==> config.mk <==
export PLATFORM = sky130hd
export DESIGN_NAME = double_ended_queue_core_flat
export DESIGN_NICKNAME = d
export VERILOG_FILES = /design/src/rtl/deq_pkg.sv /design/src/rtl/deq_req_if.sv /design/src/rtl/deq_rsp_if.sv /design/src/rtl/deq_ram.sv /design/src/rtl/double_ended_queue_core.sv /design/src/flat_wrapper.sv
export SDC_FILE = /design/constraint.sdc
export NUM_CORES = 1
export LEC_CHECK = 0
export BUFFER_PORTS_ARGS = -buffer_cell sky130_fd_sc_hd__buf_2
export CORE_ASPECT_RATIO = 1.4
export CORE_MARGIN = 2
export CORE_UTILIZATION = 56
export DETAILED_ROUTE_END_ITERATION = 6
export PLACE_DENSITY = 0.71
export SETUP_SLACK_MARGIN = 0.02
export SYNTH_ARGS = -nofsm -noshare
export SYNTH_HDL_FRONTEND = slang
export SYNTH_SLANG_ARGS = --single-unit
==> constraint.sdc <==
create_clock -name clock -period 6.4 [get_ports clock]
set_input_delay 1.28 -clock clock [delete_from_list [all_inputs] [get_ports clock]]
set_output_delay 1.28 -clock clock [all_outputs]
set_load 0.01 [all_outputs]
==> src/rtl/deq_pkg.sv <==
// Shared constants, codes and ring arithmetic for the double-ended queue.
// No dependencies; every other file in rtl/ except deq_ram refers to this package.
package deq_pkg;

   localparam int DEPTH  = 32;
   localparam int ADDR_W = $clog2(DEPTH);
   localparam int CNT_W  = $clog2(DEPTH + 1);
   localparam int DATA_W = 32;

   typedef enum logic [2:0] {
      REQ_PUSH_FRONT = 3'd0,
      REQ_PUSH_BACK  = 3'd1,
      REQ_POP_FRONT  = 3'd2,
      REQ_POP_BACK   = 3'd3,
      REQ_LIST       = 3'd4
   } req_code_type;

   typedef enum logic [1:0] {
      STAT_OK    = 2'd0,
      STAT_EMPTY = 2'd1,
      STAT_FULL  = 2'd2
   } status_type;

   // (base + off) mod DEPTH; the sum stays below 2*DEPTH, so one subtract.
   function automatic logic [ADDR_W-1:0] ring_add(input logic [ADDR_W-1:0] base,
                                                  input logic [CNT_W-1:0]  off);
      logic [CNT_W:0] sum;
      sum = (CNT_W+1)'(base) + (CNT_W+1)'(off);
      if (sum >= (CNT_W+1)'(DEPTH)) begin
         sum = sum - (CNT_W+1)'(DEPTH);
      end
      return sum[ADDR_W-1:0];
   endfunction

   function automatic logic [ADDR_W-1:0] ring_inc(input logic [ADDR_W-1:0] pos);
      return (pos == ADDR_W'(DEPTH - 1)) ? '0 : pos + ADDR_W'(1);
   endfunction

   function automatic logic [ADDR_W-1:0] ring_dec(input logic [ADDR_W-1:0] pos);
      return (pos == '0) ? ADDR_W'(DEPTH - 1) : pos - ADDR_W'(1);
   endfunction

endpackage

==> src/rtl/deq_req_if.sv <==
// Request channel: valid/ready handshake carrying one request word.
// Depends on deq_pkg for the data width.
interface deq_req_if;
   logic                             valid;
   logic                             ready;
   logic [2:0]                       req_type;
   logic signed [deq_pkg::DATA_W-1:0] value;

   modport source (output valid, output req_type, output value, input ready);
   modport sink   (input valid, input req_type, input value, output ready);
endinterface

==> src/rtl/deq_rsp_if.sv <==
// Response channel: valid/ready handshake carrying one result word.
// Depends on deq_pkg for the data width.
interface deq_rsp_if;
   logic                             valid;
   logic                             ready;
   logic signed [deq_pkg::DATA_W-1:0] data;
   logic [1:0]                       status;
   logic                             last;

   modport source (output valid, output data, output status, output last, input ready);
   modport sink   (input valid, input data, input status, input last, output ready);
endinterface

==> src/rtl/deq_ram.sv <==
// Generic single-write, single-read RAM with a registered, enabled read port.
// No dependencies.
module deq_ram #(
   parameter int WIDTH = 32,
   parameter int DEPTH = 32
) (
   input  logic                     clock,
   input  logic                     wr_en,
   input  logic [$clog2(DEPTH)-1:0] wr_addr,
   input  logic [WIDTH-1:0]         wr_data,
   input  logic                     rd_en,
   input  logic [$clog2(DEPTH)-1:0] rd_addr,
   output logic [WIDTH-1:0]         rd_data
);

   logic [WIDTH-1:0] mem_ff [DEPTH];
   logic [WIDTH-1:0] rd_data_ff;

   always_ff @(posedge clock) begin
      if (wr_en) begin
         mem_ff[wr_addr] <= wr_data;
      end
      // read data holds while rd_en is low
      if (rd_en) begin
         rd_data_ff <= mem_ff[rd_addr];
      end
   end

   assign rd_data = rd_data_ff;

endmodule

==> src/rtl/double_ended_queue_core.sv <==
// Top level of the double-ended queue: ring pointers, sequencer and output register.
// Depends on deq_pkg, deq_req_if, deq_rsp_if and deq_ram.
//
//   channel   | dir | handshake           | word
//   ----------+-----+---------------------+------------------------------------
//   req_ch    | in  | valid/ready         | req_type[2:0], value[31:0] signed
//   rsp_ch    | out | valid/ready         | data[31:0] signed, status[1:0], last
//
// Pushes and full/empty reports load the output register on accept; unknown codes
// are dropped with no word; a pop passes through S_POP (the entry RAM has a registered
// read port); a listing streams one word per cycle from the RAM read port unless stalled.
// Reset clears the state, pointers, count, listing offset and response valid only; the entry RAM needs no clearing.
// A stalled response holds its word; the listing stream pauses with it, and no
// new request is taken until the current one has put out its final word.
module double_ended_queue_core (
   input  logic         clock,
   input  logic         reset,
   deq_req_if.sink      req_ch,
   deq_rsp_if.source    rsp_ch
);

   typedef enum logic [2:0] {
      S_IDLE = 3'b001,
      S_POP  = 3'b010,
      S_LIST = 3'b100
   } state_type;

   state_type                        state_ff,   state_in;
   logic [deq_pkg::ADDR_W-1:0]       front_ff,   front_in;
   logic [deq_pkg::CNT_W-1:0]        count_ff,   count_in;
   logic [deq_pkg::CNT_W-1:0]        list_off_ff, list_off_in;
   logic                             rsp_valid_ff, rsp_valid_in;
   logic [deq_pkg::DATA_W-1:0]       rsp_data_ff, rsp_data_in;
   deq_pkg::status_type              rsp_status_ff, rsp_status_in;
   logic                             rsp_last_ff, rsp_last_in;

   logic                             ram_wr_en;
   logic [deq_pkg::ADDR_W-1:0]       ram_wr_addr;
   logic [deq_pkg::DATA_W-1:0]       ram_wr_data;
   logic                             ram_rd_en;
   logic [deq_pkg::ADDR_W-1:0]       ram_rd_addr;
   logic [deq_pkg::DATA_W-1:0]       ram_rd_data;

   logic out_free;
   logic req_accept;
   logic is_full;
   logic is_empty;
   logic list_done;

   assign out_free   = !rsp_valid_ff || rsp_ch.ready;
   assign req_accept = req_ch.valid && req_ch.ready;
   assign is_full    = (count_ff == deq_pkg::CNT_W'(deq_pkg::DEPTH));
   assign is_empty   = (count_ff == '0);
   assign list_done  = (list_off_ff == count_ff);

   assign req_ch.ready  = (state_ff == S_IDLE) && out_free;
   assign rsp_ch.valid  = rsp_valid_ff;
   assign rsp_ch.data   = rsp_data_ff;
   assign rsp_ch.status = rsp_status_ff;
   assign rsp_ch.last   = rsp_last_ff;

   deq_ram #(
      .WIDTH (deq_pkg::DATA_W),
      .DEPTH (deq_pkg::DEPTH)
   ) u_entry_ram (
      .clock   (clock),
      .wr_en   (ram_wr_en),
      .wr_addr (ram_wr_addr),
      .wr_data (ram_wr_data),
      .rd_en   (ram_rd_en),
      .rd_addr (ram_rd_addr),
      .rd_data (ram_rd_data)
   );

   always_comb begin
      state_in      = state_ff;
      front_in      = front_ff;
      count_in      = count_ff;
      list_off_in   = list_off_ff;
      rsp_valid_in  = rsp_valid_ff && !rsp_ch.ready;
      rsp_data_in   = rsp_data_ff;
      rsp_status_in = rsp_status_ff;
      rsp_last_in   = rsp_last_ff;
      ram_wr_en     = 1'b0;
      ram_wr_addr   = front_ff;
      ram_wr_data   = req_ch.value;
      ram_rd_en     = 1'b0;
      ram_rd_addr   = front_ff;

      unique case (state_ff)
         S_IDLE: begin
            if (req_accept) begin
               unique case (req_ch.req_type)
                  deq_pkg::REQ_PUSH_FRONT, deq_pkg::REQ_PUSH_BACK: begin
                     rsp_valid_in = 1'b1;
                     rsp_data_in  = '0;
                     rsp_last_in  = 1'b1;
                     if (is_full) begin
                        rsp_status_in = deq_pkg::STAT_FULL;
                     end else begin
                        rsp_status_in = deq_pkg::STAT_OK;
                        ram_wr_en     = 1'b1;
                        count_in      = count_ff + deq_pkg::CNT_W'(1);
                        if (req_ch.req_type == deq_pkg::REQ_PUSH_FRONT) begin
                           front_in    = deq_pkg::ring_dec(front_ff);
                           ram_wr_addr = deq_pkg::ring_dec(front_ff);
                        end else begin
                           ram_wr_addr = deq_pkg::ring_add(front_ff, count_ff);
                        end
                     end
                  end
                  deq_pkg::REQ_POP_FRONT, deq_pkg::REQ_POP_BACK: begin
                     if (is_empty) begin
                        rsp_valid_in  = 1'b1;
                        rsp_data_in   = '0;
                        rsp_status_in = deq_pkg::STAT_EMPTY;
                        rsp_last_in   = 1'b1;
                     end else begin
                        ram_rd_en = 1'b1;
                        count_in  = count_ff - deq_pkg::CNT_W'(1);
                        state_in  = S_POP;
                        if (req_ch.req_type == deq_pkg::REQ_POP_FRONT) begin
                           front_in = deq_pkg::ring_inc(front_ff);
                        end else begin
                           ram_rd_addr = deq_pkg::ring_add(front_ff,
                                                           count_ff - deq_pkg::CNT_W'(1));
                        end
                     end
                  end
                  deq_pkg::REQ_LIST: begin
                     if (is_empty) begin
                        rsp_valid_in  = 1'b1;
                        rsp_data_in   = '0;
                        rsp_status_in = deq_pkg::STAT_EMPTY;
                        rsp_last_in   = 1'b1;
                     end else begin
                        // prime the read port with the front entry
                        ram_rd_en   = 1'b1;
                        list_off_in = deq_pkg::CNT_W'(1);
                        state_in    = S_LIST;
                     end
                  end
                  default: begin
                     // undefined request codes are dropped silently
                  end
               endcase
            end
         end
         S_POP: begin
            // output register is free: nothing was loaded on accept
            rsp_valid_in  = 1'b1;
            rsp_data_in   = ram_rd_data;
            rsp_status_in = deq_pkg::STAT_OK;
            rsp_last_in   = 1'b1;
            state_in      = S_IDLE;
         end
         S_LIST: begin
            // RAM output holds entry list_off-1 until it moves to the output register
            if (out_free) begin
               rsp_valid_in  = 1'b1;
               rsp_data_in   = ram_rd_data;
               rsp_status_in = deq_pkg::STAT_OK;
               rsp_last_in   = list_done;
               if (list_done) begin
                  state_in = S_IDLE;
               end else begin
                  ram_rd_en   = 1'b1;
                  ram_rd_addr = deq_pkg::ring_add(front_ff, list_off_ff);
                  list_off_in = list_off_ff + deq_pkg::CNT_W'(1);
               end
            end
         end
         default: begin
            state_in = S_IDLE;
         end
      endcase
   end

   always_ff @(posedge clock) begin
      if (reset) begin
         state_ff     <= S_IDLE;
         front_ff     <= '0;
         count_ff     <= '0;
         list_off_ff  <= '0;
         rsp_valid_ff <= 1'b0;
      end else begin
         state_ff     <= state_in;
         front_ff     <= front_in;
         count_ff     <= count_in;
         list_off_ff  <= list_off_in;
         rsp_valid_ff <= rsp_valid_in;
      end
      rsp_data_ff   <= rsp_data_in;
      rsp_status_ff <= rsp_status_in;
      rsp_last_ff   <= rsp_last_in;
   end

   a_count_range: assert property (@(posedge clock) disable iff (reset)
      count_ff <= deq_pkg::CNT_W'(deq_pkg::DEPTH))
      else $error("entry count above capacity");

   a_pop_result: assert property (@(posedge clock) disable iff (reset)
      state_ff == S_POP |=> rsp_valid_ff && rsp_last_ff
                            && rsp_status_ff == deq_pkg::STAT_OK)
      else $error("pop did not produce its word");

   a_list_stall: assert property (@(posedge clock) disable iff (reset)
      state_ff == S_LIST && !out_free |=> state_ff == S_LIST && $stable(list_off_ff))
      else $error("listing advanced under a stalled response");

   a_push_count: assert property (@(posedge clock) disable iff (reset)
      req_accept && !is_full
      && (req_ch.req_type == deq_pkg::REQ_PUSH_FRONT
          || req_ch.req_type == deq_pkg::REQ_PUSH_BACK)
      |=> count_ff == $past(count_ff) + deq_pkg::CNT_W'(1))
      else $error("push did not bump the entry count");

endmodule

==> src/flat_wrapper.sv <==
// flat-port wrapper written by rule: the top's interface ports become plain ports
module double_ended_queue_core_flat 
  (clock, reset, req_ch_valid, req_ch_req_type, req_ch_value, req_ch_ready, rsp_ch_valid, rsp_ch_data, rsp_ch_status, rsp_ch_last, rsp_ch_ready);
  deq_req_if req_ch_i ();
  deq_rsp_if rsp_ch_i ();
  input  logic clock;
  input  logic reset;
  input wire logic [$bits(req_ch_i.valid)-1:0] req_ch_valid;
  input wire logic [$bits(req_ch_i.req_type)-1:0] req_ch_req_type;
  input wire logic [$bits(req_ch_i.value)-1:0] req_ch_value;
  output wire logic [$bits(req_ch_i.ready)-1:0] req_ch_ready;
  output wire logic [$bits(rsp_ch_i.valid)-1:0] rsp_ch_valid;
  output wire logic [$bits(rsp_ch_i.data)-1:0] rsp_ch_data;
  output wire logic [$bits(rsp_ch_i.status)-1:0] rsp_ch_status;
  output wire logic [$bits(rsp_ch_i.last)-1:0] rsp_ch_last;
  input wire logic [$bits(rsp_ch_i.ready)-1:0] rsp_ch_ready;
  assign req_ch_i.valid = req_ch_valid;
  assign req_ch_i.req_type = req_ch_req_type;
  assign req_ch_i.value = req_ch_value;
  assign req_ch_ready = req_ch_i.ready;
  assign rsp_ch_valid = rsp_ch_i.valid;
  assign rsp_ch_data = rsp_ch_i.data;
  assign rsp_ch_status = rsp_ch_i.status;
  assign rsp_ch_last = rsp_ch_i.last;
  assign rsp_ch_i.ready = rsp_ch_ready;
  double_ended_queue_core u_core (.clock(clock), .reset(reset), .req_ch(req_ch_i), .rsp_ch(rsp_ch_i));
endmodule
==> metrics <==
Setup crit start kind flop; destination of the worst hold path u_core.rsp_ch.data[7]$_SDFFCE_PN0P_; Tmin final 4.792 ns; worst setup slack after placement 1.235 ns; biggest area contributors in the synthesized netlist edfxtp_1, a21oi_1, nand2_1, a22oi_1, mux4_2; Max stage delay cell, worst path xnor2_1; total of cells resized after clock tree synthesis 0; setup repair after global routing missed its margin false; placed wire-length estimate after detailed placement 66.40 mm; number of design rule violations left after detail routing 0; maximum count of clock buffers along a single path 3; global-route congestion overflow total 0; area occupied by multi-input gates 9918 um2; endpoint class of the critical path flop; number of synthesized register bits roughly 1100; routed length per placed instance 28.04 um; initial antenna violation count 7; fillcell total 5476; initial standard-cell utilization of the core 0.5631; Worst R2R Start u_core.front_ff[2]$_SDFFE_PP0P_; # Post-CTS Setup Buffers 0; syn_nets 2943; library cell used as clock root buffer clkbuf_16; TritonCTS sink count approximately 1100; fraction of synthesized cell area taken by the top area cell type 0.7505; count of distinct cell types in the synthesized netlist 62; antenna diode count 0; Die Area 80230 um2; maximum ir drop on the vdd rail 0.2334 mV; critical path's most frequent cell xnor2_1; EDFF count, synth between 1000 and 1500; FF/Latch Area roughly 33000 um2; Worst R2R Path Depth 10; pin count of the biggest net entering global routing 103; switching fraction of total power 0.2287; clock tree from TritonCTS built; cell count after synthesis a little under 3000; net count of the finished layout around 3000; hold_sp u_core.u_entry_ram.rd_data[7]$_DFFE_PP_; io pins 76; Async SR Flop Fraction 0; global-route wire length before repair 166.1 mm; via count of the routed design between 20000 and 30000; P per Cell Area ~310 nW/um2; CP cell instances ha_1 > a21o_1 > a21oi_1 > xnor2_1 > mux2i_1 > nor2_1 > xnor2_1 > nand3_1 > nor2_4 > buf_4; count of endpoints failing hold in the final timing report 0; core region area 77510 um2; register-to-register setup slack 1.61 ns; input/output buffers between 70 and 80; part of the total power dissipated in combinational logic 0.080; Highest Clock Rate around 210 MHz; switching component of the power 3.479 mW; total routing usage reported by global routing 0.2847; layout-stage area growth over the synthesis result 11.73%; setup skew after layout 0.03370 ns; Post-Synthesis Mean Instance Area 15.15 um2; area of the mapped netlist 43650 um2; required arrival time at the worst endpoint between 6 and 7 ns; Worst Setup SP u_core.front_ff[2]$_SDFFE_PP0P_; number of max-capacitance violations reported 0; Tightest Pin Transition 1.357 ns; setup TNS after final layout 0 ns; relative slew slack 0.09324; sequential fraction of the synthesis area 0.7601; number of buffers created by CTS 101; total setup violations reported at the end of the flow 0; share of layout cells above drive strength 1 0.1287; DR WL met2 55.94 mm; Internal ~12 mW; total of warnings raised by yosys 0; Worst Hold Margin 0.5486 ns; Routed Wire Length 114.3 mm; hold buffers post-CTS 0; Crit path largest cell delay 0.83 ns; arrival time at the worst endpoint 5.16 ns; setup slack after layout 1.608 ns; final RePlAce weighted congestion between 0.9 and 1; Die Span Y 334.3 um; Die Width 240.0 um; Max Fanout on Critical Path 21; part of the cycle the worst path needs 0.7487; Antenna Nets Post-Route 0; prevailing post-synth register cell edfxtp_1; FP Rows between 100 and 150; result of the run finished clean; power share of the clock group 0.387; insertion delay of the later-clocked pin in the worst-skew pair 0.69 ns; number of pins with negative max-slew slack in the final report 0; wire length on met3 10.35 mm; total chip power 15.21 mW; Detailed Route Iter0 Violations about 3300; destination of the worst register-to-register timing path u_core.u_entry_ram.mem_ff[7][3]$_DFFE_PP_; H-tree level count 3; sum of routed wire segments on met1 between 40 and 50 mm; vias in the first global route 25730; portion of total power attributed to sequential cells 0.533; classification of the worst-slack hold path reg -> reg; critical path start-end classification reg -> reg; detailed-route vias per instance between 6 and 7; DR pass1 iterations 5; clock-pin slew reported for the worst setup and hold paths after clock tree synthesis 0.06 ns; number of stages on the worst hold path 1; standby leakage power 15.46 nW; cell type with the largest total area after synthesis edfxtp_1; top metal layer carrying routed signals met5
[power groups by stage]
stage,Sequential (mW),Clock [mW],Combinational (mW)
2_1_floorplan,8.26,0,0.733
3_3_place_gp,8.26,0,1.16
3_5_place_dp,8.26,0,1.19
4_1_cts,8.11,5.94,1.20
5_1_grt,8.11,6.19,1.30
6_report,8.11,5.89,1.21
[registers in the layout, indices dropped and copies added, names as in the netlist]
register / count
u_core.rsp_ch.status: 2
u_core.u_entry_ram.rd_data: 32
u_core.list_off_ff: 6
u_core.u_entry_ram.mem_ff: 1024
u_core.rsp_ch.valid: 1
u_core.count_ff: 6
u_core.state_ff: 3
u_core.front_ff: 5
u_core.rsp_ch.last: 1
u_core.rsp_ch.data: 32
[worst max-delay path by stage]
stage / slack [ns] / to / cells after the start
after floorplan: 0.18 / u_core.u_entry_ram.mem_ff[16][0]$_DFFE_PP_ / 9
after global placement: 1.27 / u_core.u_entry_ram.rd_data[29]$_DFFE_PP_ / 10
after detailed placement: 1.23 / u_core.u_entry_ram.rd_data[25]$_DFFE_PP_ / 11
after CTS: 1.70 / u_core.u_entry_ram.mem_ff[7][3]$_DFFE_PP_ / 11
after global routing: 1.37 / u_core.u_entry_ram.mem_ff[7][3]$_DFFE_PP_ / 10
final: 1.61 / u_core.u_entry_ram.mem_ff[7][3]$_DFFE_PP_ / 10
[metrics by stage]
step	std cells	instance area [um2]	util
2_1_floorplan	2882	43650	-
3_3_place_gp	3888	45570	0.5879
3_5_place_dp	3888	45570	0.5879
4_1_cts	4076	48770	0.6292
5_1_grt	4076	48770	0.6292
6_report	4076	48770	0.6292
[worst max-delay path, delay by kind of cell, from the launching register on]
family	cells	cell delay, ns
multiplexers	1	0.17
AO/OA/AOI/OAI	2	0.37
XOR/XNOR	2	0.94
adder cells (fa/ha/maj)	1	0.39
buffers and inverters	1	0.35
AND/OR/NAND/NOR	3	1.49
flip-flops	1	0.75
[cells by family after synthesis]
kind of cell,Yosys count,synth area share
compound gates,741,0.1075
xor+xnor,35,0.007023
fa+ha+maj,22,0.006822
buf+inv,203,0.02024
flops,1112,0.7601
mux,103,0.03311
simple gates,666,0.06518
[per-layer routing]
| layer | vias up | track usage |
|---|---|---|
| met5 | - | 0 |
| met4 | 8 | 0.1393 |
| met3 | 304 | 0.05019 |
| met2 | 1529 | 0.4637 |
| met1 | 13440 | 0.3720 |
| li1 | 11330 | - |
[final cells by class]
| cell class | count | share of cell area |
|---|---|---|
| Timing Repair Buffer | 152 | 0.02288 |
| Tap cell | 1045 | 0.02681 |
| Clock inverter | 67 | 0.01190 |
| Inverter | 12 | 0.0009235 |
| Clock buffer | 121 | 0.05380 |
| Sequential cell | 1112 | 0.6803 |
| Multi-Input combinational cell | 1567 | 0.2034 |
[layout by cell type, fill, tap and decap left out, drive strengths merged, types with 21 or more instances in the layout]
| cell | count |
|---|---|
| a221oi | 32 |
| mux2i | 69 |
| o22ai | 66 |
| a21oi | 376 |
| and2 | 34 |
| xnor2 | 26 |
| buf | 152 |
| a32oi | 62 |
| clkinv | 50 |
| nand2 | 475 |
| a22oi | 130 |
| nor4 | 35 |
| dfxtp | 21 |
| edfxtp | 1091 |
| nor2 | 56 |
| clkbuf | 121 |
| a211oi | 35 |
| mux4 | 33 |
[Yosys cell counts, types with 33 or more instances]
master	n
clkbuf_1	108
buf_2	64
o22ai_1	66
edfxtp_1	1091
mux2i_1	69
a22oi_1	130
nor2_1	56
a211oi_1	35
nor4_1	35
and2_1	34
a21oi_1	376
mux4_2	33
a32oi_1	62
nand2_1	475
Note: power is estimated with default switching activity, not from simulation.
